$ cat src/sv/brb_pkg.sv
`timescale 1ns / 1ps
// ----------------------------------------------------------------------------
// brb_pkg
// Shared types and constants of the byte ring buffer with block reader.
// ----------------------------------------------------------------------------
package brb_pkg;

	// Storage size in bytes; must be a power of two (128 .. 1048576)
	localparam int DEPTH       = 4096;
	localparam int ADDR_W      = $clog2(DEPTH);
	localparam int LVL_W       = $clog2(DEPTH + 1);
	localparam int CNT_W       = 13;
	localparam int RSV_W       = 7;
	localparam int IDX_W       = 12;
	localparam int SKIP_W      = 32;
	localparam int TOT_W       = 64;
	localparam int OUT_LVL_W   = 13;
	localparam int CMP_W       = ((LVL_W > CNT_W) ? LVL_W : CNT_W) + 1;
	localparam int PEEK_LIMIT  = 64;
	localparam int PEEK_W      = 7;
	localparam int RESERVE_RST = 16;
	localparam int SAT_LVL     = 8191;
	localparam int IN_TDATA_W  = 24;
	localparam int OUT_TDATA_W = 88;

	typedef logic [ADDR_W-1:0]    addr_t;
	typedef logic [LVL_W-1:0]     lvl_t;
	typedef logic [CNT_W-1:0]     cnt_t;
	typedef logic [RSV_W-1:0]     rsv_t;
	typedef logic [TOT_W-1:0]     tot_t;
	typedef logic [CMP_W-1:0]     cmp_t;
	typedef logic [OUT_LVL_W-1:0] olvl_t;
	typedef logic [IDX_W-1:0]     idx_t;
	typedef logic [SKIP_W-1:0]    skip_t;
	typedef logic [PEEK_W-1:0]    peek_t;

	typedef enum logic [2:0] {
		OP_PUSH  = 3'd0,
		OP_POP   = 3'd1,
		OP_PEEK  = 3'd2,
		OP_QUERY = 3'd3,
		OP_CLAIM = 3'd4
	} op_t;

	typedef enum logic [2:0] {
		STAT_OK         = 3'd0,
		STAT_BAD_LEN    = 3'd1,
		STAT_NO_ROOM    = 3'd2,
		STAT_NOT_ENOUGH = 3'd3,
		STAT_TOO_LARGE  = 3'd4,
		STAT_NOT_READY  = 3'd5,
		STAT_BAD_BLOCK  = 3'd6
	} status_t;

	// Classified request handed from front to back
	typedef struct packed {
		op_t         op;
		logic [7:0]  data_byte;
		cnt_t        count;
		logic        last;
		status_t     pre_err;   // error known from the request alone
		logic        blk_big;   // block size above half the storage
	} cmd_t;

	typedef struct packed {
		status_t     status;
		logic [7:0]  read_byte;
		logic        final_res;
		olvl_t       fill_level;
		olvl_t       free_space;
		idx_t        block_index;
		skip_t       skipped;
	} res_t;

endpackage

$ cat src/sv/brb_queue.sv
`timescale 1ns / 1ps
// ----------------------------------------------------------------------------
// brb_queue
// Two-entry request queue between front and back.
// ----------------------------------------------------------------------------
module brb_queue (
	input  logic          clk,
	input  logic          arst_n,
	input  logic          in_valid,
	output logic          in_ready,
	input  brb_pkg::cmd_t in_cmd,
	output logic          out_valid,
	input  logic          out_ready,
	output brb_pkg::cmd_t out_cmd
);

	brb_pkg::cmd_t slot_q [2];
	logic          wr_ptr_q;
	logic          rd_ptr_q;
	logic [1:0]    level_q;
	logic          push;
	logic          pop;

	assign in_ready  = level_q != 2'd2;
	assign out_valid = level_q != 2'd0;
	assign out_cmd   = slot_q[rd_ptr_q];
	assign push      = in_valid && in_ready;
	assign pop       = out_valid && out_ready;

	always_ff @(posedge clk or negedge arst_n) begin
		if (!arst_n) begin
			wr_ptr_q <= 1'b0;
			rd_ptr_q <= 1'b0;
			level_q  <= 2'd0;
		end else begin
			if (push) wr_ptr_q <= !wr_ptr_q;
			if (pop) rd_ptr_q <= !rd_ptr_q;
			level_q <= level_q + 2'(push) - 2'(pop);
		end
	end

	always_ff @(posedge clk) begin
		if (push) begin
			slot_q[wr_ptr_q] <= in_cmd;
		end
	end

endmodule

$ cat config.mk
export PLATFORM = sky130hd
export DESIGN_NAME = brb_queue
export DESIGN_NICKNAME = d
export VERILOG_FILES = /design/src/sv/brb_pkg.sv /design/src/sv/brb_queue.sv
export SDC_FILE = /design/constraint.sdc
export NUM_CORES = 1
export LEC_CHECK = 0
export BUFFER_PORTS_ARGS = -buffer_cell sky130_fd_sc_hd__buf_2
export CORE_AREA = 2 2 80 82
export CTS_CLUSTER_SIZE = 8
export DETAILED_ROUTE_END_ITERATION = 8
export DIE_AREA = 0 0 82 84
export PLACE_DENSITY_LB_ADDON = 0.1
export SLEW_MARGIN = 30
export SYNTH_ARGS = -nofsm -noshare
export SYNTH_HDL_FRONTEND = slang
export SYNTH_SLANG_ARGS = --single-unit
$ cat constraint.sdc
create_clock -name clk -period 2.12 [get_ports clk]
set_input_delay 0.106 -clock clk [delete_from_list [all_inputs] [get_ports clk]]
set_output_delay 0.106 -clock clk [all_outputs]
set_load 0.03 [all_outputs]
; Yosys cells after proc, flatten, opt, wreduce, memory -nomap -nowiden
; Memories as Yosys holds them, arrays and structs flattened.
; Cells that the tools add are included.
[classes]
n_addsub = 2
mul = 0
div_mod_pow = 0
magnitude_cmp = 0
eq_ne = 1
n_shift = 0
mux = 2
bitwise_logic = 0
reduce_logical = 5
[ops]
columns = operator, count
row1 = $add 2x1->2, 1
row2 = $logic_and 1x1->1, 2
row3 = $logic_not 1->1, 2
row4 = $mux 1, 2
row5 = $ne 2x2->1 const B, 1
row6 = $reduce_bool 2->1, 1
row7 = $sub 2x1->2, 1
[totals]
register_bits = 4
latch_bits = 0
ramBits = 58
romBits = 0
input_bits = 33
out_inout_bits = 31
elab_cells = 14
memories = 1
[mem_list]
columns = memory, words, width, rd, rd_clocked_by_memory_dff, wr, line_no
row1 = slot_q, 2, 29, 1, 0, 1, brb_queue.sv:17  ; brb_pkg::cmd_t slot_q [2];

; Depth between registers and ports, before layout
; Gate-level depths: netlist of the first run.
[depth]
word_depth = 4
mapped_depth = 5
depth_no_buf = 5

; Worst setup path after synthesis of the first run
; Ideal clock, no wire load.
[synth_timing]
path_type = reg-to-reg
start = register level_q[0]
end = memory slot_q[0][0] in the netlist's numbering (enable)
setup_ns = 0.415
arrival_time_ns = 2.125
required_time_ns = 1.705
slack_ns = -0.420
path_stages_with_launch = 4
path_buffers = 0
synth_period_minus_slack_ns = 2.540
cell_sequence = dfrtp_1 > nand2b_1 > nand2_1 > nor2_1
[synth_via]
elab_chain_cells = 4
[synth_rtl]
columns = item, line_no
row1 = "start, declared", brb_queue.sv:20  ; logic [1:0] level_q;
row2 = "start signal, assigned", brb_queue.sv:38  ; level_q <= level_q + 2'(push) - 2'(pop);
row3 = $ne 2x2->1, brb_queue.sv:24  ; assign in_ready = level_q != 2'd2;
row4 = named net in_ready, brb_queue.sv:10  ; output logic in_ready,
row5 = $logic_and 1x1->1, brb_queue.sv:27  ; assign push = in_valid && in_ready;
row6 = $mux 1, brb_queue.sv:43  ; if (push) begin
row7 = $mux 1 (not written as such), brb_queue.sv:44  ; slot_q[wr_ptr_q] <= in_cmd;
row8 = "end, declared", brb_queue.sv:17
; The timed path passes the listed nets, and every way through them passes these cells.

==> results.tsv, run 1 <==
stage	metric	value	unit
outcome	status	completed	
route	vias per cell	4.547	
synthesis	synthesized-area fraction occupied by adder cells	0.005402	
synthesis	top cells by area, synth	edfxtp_1, mux2_2, dfrtp_1	
critical_path	crit path DAT	1.66	ns
finish	layout cell share with drive strength beyond 1	0.5112	
floorplan	# IOs	64	
finish	number of diodes	0	
timing	final setup violation count	0	
synthesis	largest family of logic cells by synthesized area	multiplexers	
synthesis	cell taking the most area after synthesis	edfxtp_1	
power_and_ir_drop	Pwr Density	1358	mW/mm²
synthesis	Syn Nets	146	
synthesis	#FFs+latches synth	62	
clocking	clk sinks	62	
synthesis	Post-synth EDFFs	58	
timing	min Tclk post-route	1.764	ns
route	Wirelength per Cell	13.76	µm
clocking	Root Buffer	clkbuf_8	
timing	crit share post-route	0.8323	
critical_path	CP Class	flop to output pin	
flow_run	max_cap viols	0	
floorplan	die area	0.006888	mm²
min_path	Hold Crit Class	input pin to flop	
synthesis	register area share after synthesis	0.7952	
synthesis	post-synthesis mux area share	0.1410	
finish	fillers	532	
synthesis	synthesized instance count	112	
route	Routed WL	4.129	mm
timing	Fin Setup TNS	0	ns
timing	skew final	0.005769	ns
synthesis	Cell Area, Synth	0.002316	mm²
route	Routed Antenna Nets	0	
power_and_ir_drop	LEAKAGE	1.246	nW
critical_path	slowest CP cell	dfrtp_1	
synthesis	Synth Warn #	0	
power_and_ir_drop	Worst VDD drop	0.6497	mV
global_routing	initial antenna violation count	0	
route	DR iter-0 viols	45	
global_routing	vias in the first global route	1458	
clocking	post-CTS setup buffer count	0	
critical_path	CP Capture Type	output pin	
route	DRT Pass-1 Iters	4	
critical_path	element type at the critical path start	flop	
timing	Final Hold Fails	0	
synthesis	async set-reset flop share out of synthesis	0.06452	
synthesis	area share of the largest cell type after synthesis	0.7520	
clocking	CTS Buffer Depth	2	
critical_path	cell family contributing the most delay on the critical path	flip-flops	
timing	setup ws final	0.3555	ns
synthesis	Synth Area in Simple Gates	0.02755	
route	DRC	0	
critical_path	crit-path cells	buf_12, mux2_2, buf_2	
timing	worst slew pin tran	0.3548	ns
floorplan	Initial Util	0.3799	
placement	Placed Cells	254	
global_routing	total grt overflow	0	
synthesis	Netlist cell types	17	
timing	max_slew headroom	0.7635	
finish	Nets	252	
finish	Area Overhead vs Synth	40.19	%
placement	worst slack, placed	0.5909	ns
synthesis	complex-gate fraction of the synthesized area	0.01297	
timing	Max Clock Freq	566.7	MHz
clocking	CTS clk-pin slew, worst paths	0.07	ns
floorplan	Die H	84	µm
floorplan	Row Count	29	
timing	RSZ-0062 raised after global routing	no	
clocking	Num CTS Buffers	9	
global_routing	largest net degree at the start of global routing	25	
global_routing	GRT Total Usage	0.1298	
synthesis	Top FF cell, synth	edfxtp_1	
synthesis	post-synthesis xor/xnor area fraction	0.01135	
clocking	# H-tree levels	3	
critical_path	Largest stage delay, worst path	0.55	ns
route	Vias	1364	
timing	final slew viol count	0	
floorplan	chip width	82	µm
placement	Post-DP HPWL	2.699	mm
critical_path	Worst Path Buf+Inv	2	
synthesis	Mapped Avg Cell Area	20.68	µm²
critical_path	critical path peak fanout	24	
global_routing	first-pass GRT wire length	6.437	mm
floorplan	Core Footprint	0.006096	mm²
finish	Final Non-Filler Cells	300	
clocking	later-pin clock latency in the skew report	0.32	ns
placement	IO buf count	63	
finish	utilization after layout	0.5326	
critical_path	Data required, critical path	2.01	ns
clocking	CTS tree	done	
placement	routability cong.	0.6177	
==> cell type report <==
| cell class | instances | area, µm² | area share |
|---|---|---|---|
| flip-flops and latches | 62 | 1842 | 0.5672 |
| repair buffers | 98 | 665.6 | 0.2050 |
| multi-input cells | 47 | 461.7 | 0.1422 |
| clock buffers | 11 | 131.4 | 0.04046 |
| well taps | 77 | 96.34 | 0.02967 |
| clock inverters | 5 | 50.05 | 0.01541 |
==> metrics by stage <==
step | hold WS, ns | cell area (µm²) | power [mW]
after floorplan | -0.1896 | 2318 | 2.984
after global placement | -0.08291 | 2765 | 3.437
after detailed placement | -0.08080 | 2765 | 3.475
after CTS | 0.07416 | 3247 | 4.481
after global routing | 0.1214 | 3247 | 4.644
final | 0.09565 | 3247 | 4.410
==> cell usage after synthesis, drive strengths merged, types with 2 or more instances <==
cell type,number
mux2,29
edfxtp,58
nor2,3
dfrtp,4
xnor2,3
buf,3
nand2,2
==> worst paths after layout <==
kind | endpoint | slack, ns | from | cells after the start
max in group asynchronous | level_q[0] | 1.88 | arst_n | 2
min in group asynchronous | rd_ptr_q | 0.11 | arst_n | 2
min reg2reg | wr_ptr_q | 0.52 | wr_ptr_q | 1
max reg2reg | slot_q[1][3] | 0.60 | level_q[0] | 3
max | out_cmd[21] | 0.36 | rd_ptr_q | 3
min | rd_ptr_q | 0.1 | out_ready | 3
==> cell families (layout without fill, tap and decap cells) <==
| kind of cell | after synthesis | after routing |
|---|---|---|
| fa+ha+maj | 1 | 1 |
| flops | 62 | 62 |
| compound gates | 3 | 3 |
| buf+inv | 3 | 114 |
| mux | 29 | 29 |
| xor+xnor | 3 | 3 |
| simple gates | 11 | 11 |
==> worst register-to-register path: cells and delay by family (launching register included) <==
kind	cells	cell delay, ns
and+or+nand+nor	2	0.52
buffers and inverters	1	0.27
DFF	1	0.44
==> what timing repair did <==
item	in CTS	in global routing
setup endpoints to repair	0	0
hold endpoints to repair	62	0
gates resized for setup	0	0
hold buffers	30	0
==> report_power, final <==
group          switching, mW  internal (mW)
Clock                  0.409          0.533
Combinational           1.02          0.648
Sequential             0.117           1.68
==> metal layers <==
metal	GRT usage	vias to the layer above	share of wire
met3	0.03139	6	0.055
met5	0	-	0
met1	0.1464	662	0.43
met4	0.07727	0	0.018
li1	-	654	-
met2	0.2173	42	0.50
==> sequential cells by signal, summed over array words and instances (netlist names) <==
signal    cells
slot_q       58
level_q       2
wr_ptr_q      1
rd_ptr_q      1
==> placed cells by master, fill, tap and decap left out, types with 2 or more instances in the layout <==
| cell type | count |
|---|---|
| buf_2 | 63 |
| edfxtp_1 | 58 |
| dlygate4sd3_1 | 30 |
| mux2_2 | 29 |
| clkbuf_8 | 9 |
| dfrtp_1 | 4 |
| buf_4 | 4 |
| xnor2_1 | 3 |
| nor2_1 | 2 |
| nand2_1 | 2 |
| clkinv_1 | 2 |
| clkbuf_1 | 2 |
No activity file was read; power rests on OpenSTA's default activity.
==> run 2, diff against run 1 <==
==> constraint.sdc (replaced) <==
create_clock -name clk -period 1.8 [get_ports clk]
set_input_delay 0.09 -clock clk [delete_from_list [all_inputs] [get_ports clk]]
set_output_delay 0.09 -clock clk [all_outputs]
set_load 0.03 [all_outputs]
==> results.tsv, run 2 (synthesis gave the netlist of run 1 again) <==
stage	metric	value	unit	change
timing	max_slew headroom	0.8241		+0.06065
outcome	status	completed		
critical_path	element type at the critical path start	flop		
finish	utilization after layout	0.5296		-0.003078
route	DRC	0		unchanged
finish	Area Overhead vs Synth	39.38	%	
power_and_ir_drop	LEAKAGE	1.237	nW	-0.70%
timing	min Tclk post-route	1.574	ns	
timing	final slew viol count	0		unchanged
critical_path	CP Class	flop to output pin		
route	vias per cell	4.477		-1.5%
global_routing	GRT Total Usage	0.1278		-0.002003
route	Wirelength per Cell	13.63	µm	-0.97%
timing	skew final	0.006100	ns	+0.0003313 ns
finish	max FFs per register	58		unchanged
route	Vias	1343		-1.5%
critical_path	cell family contributing the most delay on the critical path	buffers and inverters		
critical_path	Data required, critical path	1.71	ns	-0.30 ns
timing	Max Clock Freq	635.4	MHz	
critical_path	crit-path cells	buf_4, mux2_2, buf_2		
global_routing	largest net degree at the start of global routing	26		+4.0%
floorplan	Row Count	29		unchanged
floorplan	Core Footprint	0.006096	mm²	unchanged
finish	Largest regs	slot_q x58, level_q x2		
placement	worst slack, placed	0.3359	ns	-0.2550 ns
clocking	CTS clk-pin slew, worst paths	0.06	ns	about the same
finish	layout cell share with drive strength beyond 1	0.5157		+0.004484
placement	Post-DP HPWL	2.789	mm	+3.3%
route	Routed Antenna Nets	0		unchanged
floorplan	Initial Util	0.3799		unchanged
critical_path	crit path DAT	1.48	ns	-0.18 ns
clocking	# H-tree levels	3		unchanged
route	DR iter-0 viols	83		+84%
global_routing	first-pass GRT wire length	6.306	mm	-2.0%
timing	final setup violation count	0		unchanged
clocking	clk sinks	62		unchanged
timing	setup ws final	0.2262	ns	-0.1293 ns
power_and_ir_drop	clock share of power	0.191		-0.023
finish	Reg with most FFs	slot_q		
critical_path	CP Capture Type	output pin		
clocking	later-pin clock latency in the skew report	0.32	ns	about the same
clocking	CTS tree	done		
timing	crit share post-route	0.8743		
finish	Nets	252		unchanged
clocking	Post-CTS Resized	0		unchanged
route	Routed WL	4.089	mm	-0.97%
global_routing	initial antenna violation count	0		unchanged
clocking	CTS Buffer Depth	2		unchanged
power_and_ir_drop	Internal Power	3.227	mW	+13%
finish	Final Non-Filler Cells	300		unchanged
global_routing	vias in the first global route	1406		-3.6%
timing	Final Hold Fails	0		unchanged
floorplan	die area	0.006888	mm²	unchanged
power_and_ir_drop	Sw Pwr	1.822	mW	+18%
critical_path	critical path peak fanout	18		-25%
clocking	post-CTS setup buffer count	0		unchanged
floorplan	Die H	84	µm	unchanged
flow_run	max_cap viols	0		unchanged
critical_path	Worst Path Buf+Inv	2		unchanged
timing	worst slew pin tran	0.2638	ns	-0.09098 ns
critical_path	slowest CP cell	mux2_2		
placement	IO buf count	63		unchanged
power_and_ir_drop	Worst VDD drop	0.8577	mV	+32%
placement	routability cong.	0.6558		+6.2%
global_routing	total grt overflow	0		unchanged
min_path	Hold Crit Class	input pin to flop		
timing	RSZ-0062 raised after global routing	no		
route	DRT Pass-1 Iters	4		unchanged
finish	number of diodes	0		unchanged
timing	Fin Setup TNS	0	ns	unchanged
clocking	Root Buffer	clkbuf_8		
finish	commonest cells after routing, fill and taps aside	buf_2, edfxtp_1, dlygate4sd3_1		
floorplan	# IOs	64		unchanged
floorplan	chip width	82	µm	unchanged
power_and_ir_drop	Comb power frac	0.395		+0.016
power_and_ir_drop	Pwr Density	1564	mW/mm²	+15%
clocking	Num CTS Buffers	9		unchanged
placement	Placed Cells	254		unchanged
power_and_ir_drop	switching part of the total	0.3608		+0.009252
finish	commonest non-fill, non-tap cell in the layout	buf_2		
critical_path	Largest stage delay, worst path	0.38	ns	-0.17 ns
power_and_ir_drop	sequential power share	0.414		+0.007
==> run 2: final timing paths <==
kind                                 start      endpoint  slack (ns)  cells past startpoint
worst max-delay path              rd_ptr_q    out_cmd[1]        0.23                      3
worst min-delay path             out_ready      rd_ptr_q        0.07                      3
worst max register to register  level_q[0]  slot_q[0][8]        0.34                      4
worst min register to register    wr_ptr_q      wr_ptr_q        0.54                      1
max in group asynchronous           arst_n      rd_ptr_q        1.57                      2
min in group asynchronous           arst_n    level_q[1]        0.11                      2
==> run 2: area by class of cell <==
cell class / count / area, µm²
tap: 77 / 96.34
clock inverter: 5 / 26.28
timing repair buffer: 98 / 665.6
fill: 518 / 2868
sequential: 62 / 1842
clock buffer: 11 / 131.4
multi-input combinational: 47 / 466.7
==> run 2: power by group through the flow <==
| stage | combinational [mW] | sequential, mW | clock (mW) |
|---|---|---|---|
| 5_1_grt | 2.14 | 2.13 | 1.07 |
| 6_report | 1.99 | 2.09 | 0.963 |
| 3_5_place_dp | 1.98 | 2.12 | 0 |
| 2_1_floorplan | 1.43 | 2.09 | 0 |
| 3_3_place_gp | 1.95 | 2.10 | 0 |
| 4_1_cts | 2.04 | 2.09 | 1.00 |
==> run 2: per-stage QoR <==
| stage | instance area [µm²] | hold WS, ns | total power, mW |
|---|---|---|---|
| final | 3228 | 0.06628 | 5.049 |
| after CTS | 3228 | 0.04777 | 5.136 |
| after global routing | 3228 | 0.06106 | 5.330 |
| after detailed placement | 2770 | -0.09545 | 4.106 |
| after global placement | 2770 | -0.09941 | 4.046 |
| after floorplan | 2323 | -0.2056 | 3.522 |
==> run 2: per-layer routing <==
layer,track usage,up-vias,wire (µm)
li1,-,651,-
met1,0.1385,641,1613
met2,0.2166,40,2160
met3,0.03355,11,213
met4,0.07879,0,101
met5,0,-,0
==> run 2: timing repair <==
| action | 4_1_cts | 5_1_grt |
|---|---|---|
| setup endpoints to repair | 0 | 0 |
| hold endpoints to repair | 62 | 0 |
| hold buffers | 30 | 0 |
==> run 2: worst min-delay path: cells and delay by family <==
kind / cells / cell delay [ns]
xor+xnor: 1 / 0.06
simple gates: 1 / 0.07
buf+inv: 1 / 0.12
