$ cat src/sv/brb_pkg.sv
`timescale 1ns / 1ps
// ----------------------------------------------------------------------------
// brb_pkg
// Shared types and constants of the byte ring buffer with block reader.
// ----------------------------------------------------------------------------
package brb_pkg;

	// Storage size in bytes; must be a power of two (128 .. 1048576)
	localparam int DEPTH       = 4096;
	localparam int ADDR_W      = $clog2(DEPTH);
	localparam int LVL_W       = $clog2(DEPTH + 1);
	localparam int CNT_W       = 13;
	localparam int RSV_W       = 7;
	localparam int IDX_W       = 12;
	localparam int SKIP_W      = 32;
	localparam int TOT_W       = 64;
	localparam int OUT_LVL_W   = 13;
	localparam int CMP_W       = ((LVL_W > CNT_W) ? LVL_W : CNT_W) + 1;
	localparam int PEEK_LIMIT  = 64;
	localparam int PEEK_W      = 7;
	localparam int RESERVE_RST = 16;
	localparam int SAT_LVL     = 8191;
	localparam int IN_TDATA_W  = 24;
	localparam int OUT_TDATA_W = 88;

	typedef logic [ADDR_W-1:0]    addr_t;
	typedef logic [LVL_W-1:0]     lvl_t;
	typedef logic [CNT_W-1:0]     cnt_t;
	typedef logic [RSV_W-1:0]     rsv_t;
	typedef logic [TOT_W-1:0]     tot_t;
	typedef logic [CMP_W-1:0]     cmp_t;
	typedef logic [OUT_LVL_W-1:0] olvl_t;
	typedef logic [IDX_W-1:0]     idx_t;
	typedef logic [SKIP_W-1:0]    skip_t;
	typedef logic [PEEK_W-1:0]    peek_t;

	typedef enum logic [2:0] {
		OP_PUSH  = 3'd0,
		OP_POP   = 3'd1,
		OP_PEEK  = 3'd2,
		OP_QUERY = 3'd3,
		OP_CLAIM = 3'd4
	} op_t;

	typedef enum logic [2:0] {
		STAT_OK         = 3'd0,
		STAT_BAD_LEN    = 3'd1,
		STAT_NO_ROOM    = 3'd2,
		STAT_NOT_ENOUGH = 3'd3,
		STAT_TOO_LARGE  = 3'd4,
		STAT_NOT_READY  = 3'd5,
		STAT_BAD_BLOCK  = 3'd6
	} status_t;

	// Classified request handed from front to back
	typedef struct packed {
		op_t         op;
		logic [7:0]  data_byte;
		cnt_t        count;
		logic        last;
		status_t     pre_err;   // error known from the request alone
		logic        blk_big;   // block size above half the storage
	} cmd_t;

	typedef struct packed {
		status_t     status;
		logic [7:0]  read_byte;
		logic        final_res;
		olvl_t       fill_level;
		olvl_t       free_space;
		idx_t        block_index;
		skip_t       skipped;
	} res_t;

endpackage

$ cat src/sv/brb_front.sv
`timescale 1ns / 1ps
// ----------------------------------------------------------------------------
// brb_front
// Accepts requests, drops unknown opcodes and flags length, peek size and block errors.
// ----------------------------------------------------------------------------
module brb_front (
	input  logic                                s_tvalid,
	output logic                                s_tready,
	input  logic [brb_pkg::IN_TDATA_W-1:0]      s_tdata,
	input  logic [2:0]                          s_tuser,
	input  logic                                s_tlast,
	input  brb_pkg::rsv_t                       reserve,
	output logic                                q_valid,
	input  logic                                q_ready,
	output brb_pkg::cmd_t                       q_cmd
);

	brb_pkg::cnt_t cnt;
	brb_pkg::op_t  op;
	logic          known;
	logic          cnt_zero;
	logic          pow2;
	logic          blk_ok;
	logic          peek_big;

	assign op       = brb_pkg::op_t'(s_tuser);
	assign cnt      = s_tdata[20:8];
	assign known    = s_tuser <= brb_pkg::OP_CLAIM;
	assign cnt_zero = cnt == '0;
	assign pow2     = (cnt & (cnt - brb_pkg::cnt_t'(1))) == '0;
	assign blk_ok   = !cnt_zero && pow2 && (32'(cnt) <= 32'(brb_pkg::DEPTH));
	assign peek_big = (cnt > brb_pkg::cnt_t'(reserve))
		|| (cnt > brb_pkg::cnt_t'(brb_pkg::PEEK_LIMIT));

	// unknown opcodes are taken and dropped
	assign s_tready = q_ready;
	assign q_valid  = s_tvalid && known;

	always_comb begin
		q_cmd.op        = op;
		q_cmd.data_byte = s_tdata[7:0];
		q_cmd.count     = cnt;
		q_cmd.last      = s_tlast;
		q_cmd.blk_big   = 32'(cnt) > 32'(brb_pkg::DEPTH / 2);
		q_cmd.pre_err   = brb_pkg::STAT_OK;
		unique case (op)
			brb_pkg::OP_PUSH, brb_pkg::OP_POP: begin
				if (cnt_zero) q_cmd.pre_err = brb_pkg::STAT_BAD_LEN;
			end
			brb_pkg::OP_PEEK: begin
				if (cnt_zero) q_cmd.pre_err = brb_pkg::STAT_BAD_LEN;
				else if (peek_big) q_cmd.pre_err = brb_pkg::STAT_TOO_LARGE;
			end
			brb_pkg::OP_CLAIM: begin
				if (!blk_ok) q_cmd.pre_err = brb_pkg::STAT_BAD_BLOCK;
			end
			default: begin
				q_cmd.pre_err = brb_pkg::STAT_OK;
			end
		endcase
	end

endmodule

$ cat config.mk
export PLATFORM = sky130hd
export DESIGN_NAME = brb_front
export DESIGN_NICKNAME = d
export VERILOG_FILES = /design/src/sv/brb_pkg.sv /design/src/sv/brb_front.sv
export SDC_FILE = /design/constraint.sdc
export NUM_CORES = 1
export LEC_CHECK = 0
export BUFFER_PORTS_ARGS = -buffer_cell sky130_fd_sc_hd__buf_2
export CAP_MARGIN = 20
export CORE_MARGIN = 5
export CORE_UTILIZATION = 37
export DETAILED_ROUTE_END_ITERATION = 10
export PLACE_DENSITY = 0.85
export SLEW_MARGIN = 20
export SYNTH_ARGS = -nofsm -noshare
export SYNTH_HDL_FRONTEND = slang
export SYNTH_SLANG_ARGS = --single-unit
$ cat constraint.sdc
create_clock -name vclk -period 1.64
set_clock_uncertainty 0.05 [all_clocks]
set_input_delay 0 -clock vclk [all_inputs]
set_output_delay 0 -clock vclk [all_outputs]
set_load 0.05 [all_outputs]
== Word-level counts from Yosys, hierarchy flattened ==
Cells that the tools add are included.
Widths: inputs -> output; s select.
Cells by class
  add/sub/neg operators: 1
  order comparisons: 5
  eq/ne operators: 3
  mux-type cells: 5
  bitwise gates (word level): 1
  reductions and logical operators: 9
Operators by type and width (count)
  $logic_not 13->1: 2
  $and 13x13->13: 1
  $gt 13x12->1 const B: 1
  $gt 13x7->1: 1
  $gt 13x7->1 const B: 1
  $le 13x13->1 const B: 1
  $sub 13x1->13 const B: 1
  $mux 3: 3
  $pmux 3 s3: 1
  $eq 3x1->1 const B: 1
  $eq 3x2->1 const B: 1
  $eq 3x3->1 const B: 1
  $le 3x3->1 const B: 1
  $logic_and 1x1->1: 3
  $logic_not 3->1: 1
  $reduce_or 2->1: 1
  $logic_not 1->1: 1
  $logic_or 1x1->1: 1
  $mux 1: 1
Word-level totals
  register bits after elaboration: 0
  input bits: 37
  output and inout port bits: 31
  logic and storage cells: 24

== Depth between registers and ports, before layout ==
Gate-level depths: netlist (run 1).
  depth after elaboration: 7
  depth in mapped cells: 8
  gate-level depth less buffers: 8

== Worst setup path before layout (run 1) ==
Ideal clock, no wire load.
  kind: input to output
  from: input port s_tdata[10] in the netlist's numbering
  to: output port q_cmd[1] in the netlist's numbering
  arrival: 2.969 ns
  path slack: -1.379 ns
  cell stages on the path: 3
  buffers on the path: 0
  path through: nor3_1 nand3b_4 a2111oi_0
RTL lines
  start, declared: RTL line brb_front.sv:9  | input logic [brb_pkg::IN_TDATA_W-1:0] s_tdata,
  end, declared: RTL line brb_front.sv:15  | output brb_pkg::cmd_t q_cmd

==> out/results.txt, run 1 <==
leak pwr -> 0.5150 nW
crit path to -> q_cmd[3]
ANT nets after route -> 0
wire per inst -> 13.84 um
core box area -> 0.001689 sq mm
worst hold margin -> 0.2879 ns
die width -> 51.49 um
mapped cell area -> 636.9 sq um
worst-path cell chain -> buf_6 > nor4_4 > buf_4 > nand2b_4 > a211oi_2 > o31ai_1 > o311a_2 > o21bai_4 > buf_8
Synth area leader -> buf_4
DR iter-0 viols -> 15
PD cells -> 356.3 mW/mm^2
initial core utilization -> 37.70%
synthesized netlist cell count -> 88
Setup TNS -> -0.01749 ns
CP max FO -> 2
Final Cycle Share -> 101.1%
Clock buffer cells -> 0
syn nets -> 132
power consumption -> 0.0003411 W
Worst Path Class, Setup -> input port to primary output
worst-margin pin slew -> 0.5158 ns
DRC -> 0
Total GRT Usage -> 14.26%
fin util -> 56.67%
CP arrival -> 1.61 ns
Post-Route WL -> 2.034 mm
Multi-input gate area -> 452.9 sq um
# setup viols final -> 1
violated checks -> negative setup slack
Cell variety after synth -> 27
post-synth top area share -> 30.65%
Max Fclk -> 603.3 MHz
first-pass GRT wire length -> 2.980 mm
number of violations of the max-capacitance limit -> 0
row count -> 15
Mean Syn Cell Area -> 7.237 sq um
setup ws final -> -0.01749 ns
share of layout cells above drive strength 1 -> 54.62%
DP HPWL -> 1.607 mm
unrepaired setup endpoints after global routing -> yes
final net count -> 176
post-route minimum period -> 1.657 ns
IO buf count -> 45
Seq/Total Area, Yosys -> 0%
nature of the critical path startpoint -> input port
area growth from synthesis to layout -> 50.29%
seq_cells -> 0
Die Ht -> 51.49 um
gp weighted congestion -> 0.7971
most common cell after layout, fill and taps aside -> buf_2
VDD IR max -> 0.1372 mV
Relative slew margins -> 65.50%
CP peak stage delay -> 0.34 ns
Slowest-stage cell, CP -> o311a_2
max-slew violations -> 0
number of fill cells -> 154
DR pass1 iterations -> 4
status -> finished, violations left
Hold Violations, Final -> 0
initial antenna violation count -> 0
FF/Latch Area -> 0 sq um
pre-CTS setup slack -> -0.1691 ns
Area contributors post-synth -> buf_4, ha_1, nor4_4
most frequent cells in the layout -> buf_2, buf_4, dlygate4sd3_1, inv_1, ha_1
die area -> 0.002651 sq mm
Ant. Diodes -> 0
CP required -> 1.59 ns
num ports -> 68
GRT Residual Overflow -> 0
Ys Warns -> 0
largest net degree at the start of global routing -> 7
vias in the first global route -> 726
Vias/cell -> 5.211
via count -> 766
CP Launch Point -> s_tdata[8]
critical path endpoint category -> primary output
Hold WC Path Type -> input port to primary output
worst max-delay path: cells and delay by family:
family                 cells  cell delay, ns
AOI/OAI and AO/OA          4            0.78
buffers and inverters      3            0.44
and+or+nand+nor            2            0.38
where the power goes:
group / leakage (nW) / switching, W / total [W] / internal (W)
combinational: 0.515 / 0.000229 / 0.000341 / 0.000112
clock: 0 / 0 / 0 / 0
sequential: 0 / 0 / 0 / 0
total: 0.515 / 0.000229 / 0.000341 / 0.000112
final cells by class:
cell class	count	area share (%)
multi-input cells	53	47.32
well taps	17	2.222
repair buffers	68	46.93
inverters	9	3.529
cell usage after synthesis (2+ instances only):
library cell   n
buf_4         26
nor3_1         4
nand2_1        3
o21ai_0        8
nor2_1         6
inv_1          9
ha_1           7
a2111oi_0      2
nand3_1        2
a21oi_1        2
o21bai_1       2
nor4_4         2
worst min-delay path by stage:
stage	from	endpoint	depth (start not counted)
3_5_place_dp	s_tdata[7]	q_cmd[25]	0
5_1_grt	s_tdata[20]	q_cmd[17]	2
4_1_cts	s_tdata[20]	q_cmd[17]	2
6_report	s_tuser[1]	q_cmd[27]	2
2_1_floorplan	s_tuser[2]	q_cmd[1]	1
3_3_place_gp	s_tdata[7]	q_cmd[25]	0
metrics by stage:
stage	instance area (sq um)	instances
floorplan	655.6	88
global placement	774.5	133
detailed placement	774.5	133
CTS	930.9	146
global route	957.2	147
finish	957.2	147
layer usage:
metal | track usage (%) | share of wire, %
met3 | 1.166 | 8.3
met5 | 0 | 0
met1 | 13.89 | 35
met2 | 30.30 | 55
met4 | 4.367 | 1.3
timing repair:
| item | 4_1_cts | 5_1_grt |
|---|---|---|
| cloned | 0 | 0 |
| pin swaps | 6 | 3 |
| hold buffers | 10 | 0 |
| resized for setup | 9 | 6 |
| setup endpoints to repair | 2 | 2 |
| buffers inserted | 3 | 1 |
| hold endpoints to repair | 10 | 0 |
cell families after synthesis:
| logic type | Yosys count | synth area share [%] |
|---|---|---|
| buffers and inverters | 35 | 35.95 |
| adders and majority gates | 8 | 15.32 |
| and+or+nand+nor | 25 | 27.70 |
| AOI/OAI and AO/OA | 20 | 21.02 |
Note: power is estimated with default switching activity, not from simulation.
==> inputs of run 2 (changes only) <==
Clock period 1.64 ns to 1.6 ns, I/O delays scaled along.
==> run 2 against run 1 <==
Effect of this change: the flow still finishes with violations (negative setup slack); sequential share of layout area stayed put; critical path depth is 1 lower; via count is 0.52% lower; worst setup slack worse by 0.050 ns; final cell count is 2.0% lower; global-route usage is 0.060 points higher; clock-buffer cell count stayed put.
==> out/results.txt, run 2 (synthesis results as in run 1) <==
Die Ht -> 51.49 um (unchanged)
worst-margin pin slew -> 0.5049 ns (-0.01085 ns)
seq_cells -> 0 (unchanged)
design area -> 909.6 sq um (-5.0%)
critical path endpoint category -> primary output
CP bufs+invs -> 2 (-1)
Setup Buffers After CTS -> 0 (-3)
DP HPWL -> 1.634 mm (+1.6%)
power consumption -> 0.0003366 W (-1.3%)
Vias/cell -> 5.292 (+1.6%)
nature of the critical path startpoint -> input port
dpl cell area -> 797.0 sq um (+2.9%)
fin cells -> 144 (-2.0%)
Total GRT Usage -> 14.32% (+0.060 points)
Hold Violations, Final -> 0 (unchanged)
number of violations of the max-capacitance limit -> 0 (unchanged)
row count -> 15 (unchanged)
initial core utilization -> 37.70% (unchanged)
most common cell after layout, fill and taps aside -> buf_2
Inst Count DP -> 134 (+0.75%)
# setup viols final -> 1 (unchanged)
most frequent cells in the layout -> buf_2, dlygate4sd3_1, buf_4, inv_1
Post-Route WL -> 1.967 mm (-3.3%)
DRC -> 0 (unchanged)
Worst Path Class, Setup -> input port to primary output
gp weighted congestion -> 0.8205 (+2.9%)
die area -> 0.002651 sq mm (unchanged)
FF/Latch Area -> 0 sq um (unchanged)
wire per inst -> 13.66 um (-1.3%)
DR pass1 iterations -> 6 (+2)
unrepaired setup endpoints after global routing -> yes
share of layout cells above drive strength 1 -> 51.18% (-3.4 points)
Slowest-stage cell, CP -> nor4_4
initial antenna violation count -> 0 (unchanged)
worst hold margin -> 0.2823 ns (-0.005597 ns)
first-pass GRT wire length -> 3.029 mm (+1.6%)
IO buf count -> 45 (unchanged)
via count -> 762 (-0.52%)
area growth from synthesis to layout -> 42.83%
CP required -> 1.55 ns (-0.04 ns)
Ant. Diodes -> 0 (unchanged)
violated checks -> negative setup slack
fin util -> 53.85% (-2.8 points)
CP max FO -> 5 (+3)
DR iter-0 viols -> 6 (-9)
vias in the first global route -> 709 (-2.3%)
core box area -> 0.001689 sq mm (unchanged)
max-slew violations -> 0 (unchanged)
largest net degree at the start of global routing -> 6 (-1)
final net count -> 173 (-1.7%)
CP peak stage delay -> 0.38 ns (+0.04 ns)
worst-path cell chain -> buf_2 > nor4_4 > nand3b_4 > and2b_2 > a31oi_1 > o311a_4 > o21bai_4 > buf_6
leak pwr -> 0.4941 nW (-4.1%)
Clock buffer cells -> 0 (unchanged)
Relative slew margins -> 66.23% (+0.73 points)
post-route minimum period -> 1.668 ns
Hold WC Path Type -> input port to primary output
top cell family by delay on the critical path -> simple AND/OR/NAND/NOR gates
num ports -> 68 (unchanged)
setup ws final -> -0.06774 ns (-0.05025 ns)
VDD IR max -> 0.1539 mV (+12%)
status -> finished, violations left
Final Cycle Share -> 104.2%
PD cells -> 370.1 mW/mm^2 (+3.9%)
ANT nets after route -> 0 (unchanged)
die width -> 51.49 um (unchanged)
CP arrival -> 1.62 ns (about the same)
Max Fclk -> 599.6 MHz
GRT Residual Overflow -> 0 (unchanged)
-- run 2: cell count changes in the layout (fill, tap and decap cells not counted), sizes merged --
cell | before | now
buf | 58 | 55
-- run 2: worst paths after layout --
check,startpoint,endpoint,slack [ns],depth (start not counted)
hold / removal,s_tuser[1],q_cmd[27],0.28,2
setup / recovery,s_tdata[9],q_cmd[3],-0.07,8
-- run 2: layout make-up --
class,count,area (sq um)
Fill cell,164,779.5
Inverter,9,33.78
Multi-Input combinational cell,53,447.9
Tap cell,17,21.27
Timing Repair Buffer,65,406.6
-- run 2: metrics by stage --
step                      TNS [ns]  setup WS [ns]
final                     -0.06774       -0.06774
after global routing       -0.2242        -0.1693
after CTS                 -0.07635       -0.07635
after detailed placement   -0.1424        -0.1424
after global placement     -0.1016        -0.1016
after floorplan           -0.03287       -0.03287
-- run 2: report_power, final --
group | internal [W] | leakage [nW] | switching [W]
clock network | 0 | 0 | 0
logic | 0.000105 | 0.494 | 0.000232
registers | 0 | 0 | 0
-- run 2: per-layer routing --
| metal | vias up | GRT usage [%] | part of all wire (%) | wire length, um |
|---|---|---|---|---|
| li1 | 364 | - | - | - |
| met1 | 348 | 15.63 | 37 | 722 |
| met2 | 46 | 29.03 | 52 | 1018 |
| met3 | 4 | 0.2915 | 8.7 | 171 |
| met4 | 0 | 4.367 | 2.7 | 54 |
| met5 | - | 0 | 0 | 0 |
-- run 2: what timing repair did --
| item | in CTS | in global routing |
|---|---|---|
| pin swaps | 3 | 1 |
| hold buffers | 10 | 0 |
| cloned | 0 | 0 |
| resized for setup | 3 | 1 |
| setup endpoints to repair | 1 | 2 |
| endpoints found under the hold margin | 10 | 0 |
==> inputs of run 3 (changes only) <==
Settings changed: CORE_UTILIZATION 37 to 33, PLACE_DENSITY 0.85 to 0.8.
Clock period 1.6 ns to 1.4 ns, I/O delays scaled along.
==> run 3 against run 2 <==
Effect of this change: the flow still finishes with violations (negative setup slack); final cell count is 11% higher; worst setup slack worse by 0.17 ns; global-route usage grew 0.12 points; critical path depth unchanged; worst hold slack about the same; power up 21%; combinational power up 21%; non-clock buffer count up 8; cell area rose by 12%; largest cell class is now buffers.
==> out/results.txt, run 3 (synthesis results as in run 1) <==
CP arrival -> 1.59 ns (-0.03 ns)
via count -> 764 (+0.26%)
die area -> 0.002908 sq mm (+9.7%)
num ports -> 68 (unchanged)
die width -> 53.93 um (+4.7%)
initial antenna violation count -> 0 (unchanged)
row count -> 15 (unchanged)
CP required -> 1.35 ns (-0.20 ns)
# setup viols final -> 2 (+1)
DP HPWL -> 1.670 mm (+2.2%)
first-pass GRT wire length -> 3.249 mm (+7.3%)
gp weighted congestion -> 0.7985 (-2.7%)
number of fill cells -> 163 (-0.61%)
area growth from synthesis to layout -> 59.53%
Final Cycle Share -> 116.9%
most frequent cells in the layout -> buf_2, buf_4, dlygate4sd3_1, inv_1, ha_1
VDD IR max -> 0.1826 mV (+19%)
largest net degree at the start of global routing -> 6 (unchanged)
ANT nets after route -> 0 (unchanged)
CP max FO -> 5 (unchanged)
PD cells -> 401.1 mW/mm^2 (+8.4%)
Clock buffer cells -> 0 (unchanged)
Ant. Diodes -> 0 (unchanged)
max-slew violations -> 0 (unchanged)
critical path endpoint category -> primary output
Post-Route WL -> 2.160 mm (+9.8%)
CP Launch Point -> s_tdata[8]
DR iter-0 viols -> 4 (-2)
most common cell after layout, fill and taps aside -> buf_2
DR pass1 iterations -> 3 (-3)
worst-margin pin slew -> 0.5325 ns (+0.02762 ns)
Hold Violations, Final -> 0 (unchanged)
FF/Latch Area -> 0 sq um (unchanged)
Min-Delay Startpoint -> s_tuser[1]
share of layout cells above drive strength 1 -> 54.81% (+3.6 points)
wire per inst -> 13.50 um (-1.2%)
CP peak stage delay -> 0.36 ns (-0.02 ns)
Worst Path Class, Setup -> input port to primary output
design area -> 0.001016 sq mm (+12%)
pre-CTS setup slack -> -0.3192 ns (-0.1768 ns)
number of violations of the max-capacitance limit -> 0 (unchanged)
vias in the first global route -> 798 (+13%)
IO buf count -> 45 (unchanged)
post-route minimum period -> 1.636 ns
violated checks -> negative setup slack
Slowest-stage cell, CP -> nor4_4
dpl cell area -> 844.6 sq um (+6.0%)
DRC -> 0 (unchanged)
Hold Crit Depth -> 2 (unchanged)
Total GRT Usage -> 14.44% (+0.12 points)
Hold WC Path Type -> input port to primary output
initial core utilization -> 35.72% (-2.0 points)
CP bufs+invs -> 2 (unchanged)
GRT Residual Overflow -> 0 (unchanged)
final net count -> 181 (+4.6%)
seq_cells -> 0 (unchanged)
unrepaired setup endpoints after global routing -> yes
status -> finished, violations left
leak pwr -> 0.5404 nW (+9.4%)
setup ws final -> -0.2363 ns (-0.1685 ns)
Relative slew margins -> 64.38% (-1.8 points)
nature of the critical path startpoint -> input port
Die Ht -> 53.93 um (+4.7%)
top cell family by delay on the critical path -> simple AND/OR/NAND/NOR gates
total stage count of the critical path -> 8 (unchanged)
Vias/cell -> 4.775 (-9.8%)
core box area -> 0.001783 sq mm (+5.6%)
worst-path cell chain -> buf_6 > nor4_4 > nand3b_4 > nor4_4 > o31ai_2 > o311a_4 > o21bai_4 > buf_6
Max Fclk -> 611.2 MHz
run 3: cell types whose count changed in the layout (fill, tap and decap cells not counted), sizes merged:
cell	delta
buf	+8
run 3: report_power, final:
group	internal, W	switching [W]
Combinational	0.000139	0.000268
Clock	0	0
Sequential	0	0
run 3: final cells by class:
cell class                 count  area (sq um)  share of cell area, %
timing repair buffer          73         498.0                  49.02
multi-input combinational     53         452.9                  44.58
inverter                       9         33.78                  3.325
tap                           25         31.28                  3.079
run 3: stage by stage:
stage | utilization (%) | hold slack, ns | instances | setup TNS [ns] | power, W
6_report | 56.98 | 0.2824 | 160 | -0.4302 | 0.0004075
4_1_cts | 56.84 | 0.2836 | 160 | -0.3066 | 0.0004058
3_5_place_dp | 47.37 | -0.04963 | 147 | -0.5388 | 0.0003103
5_1_grt | 56.98 | 0.2869 | 160 | -0.6268 | 0.0004354
2_1_floorplan | - | 0.06289 | 88 | -0.3517 | 0.0002914
3_3_place_gp | 47.37 | -0.04963 | 147 | -0.5023 | 0.0003029
run 3: what timing repair did:
| action | in CTS | in global routing |
|---|---|---|
| cloned | 0 | 0 |
| pin swaps | 1 | 3 |
| hold buffers | 10 | 0 |
| hold endpoints to repair | 10 | 0 |
| resized for setup | 14 | 2 |
| endpoints found under the setup margin | 3 | 4 |
| buffers inserted | 3 | 2 |
run 3: final timing paths:
kind  slack, ns         to
min        0.28  q_cmd[27]
max       -0.24   q_cmd[3]
run 3: layer usage:
layer / vias to the layer above / GRT usage, % / share of wire, %
li1: 380 / - / -
met1: 344 / 15.20 / 35
met2: 38 / 31.05 / 55
met3: 2 / 0.5540 / 8.4
met4: 0 / 1.702 / 1.3
met5: - / 0 / 0
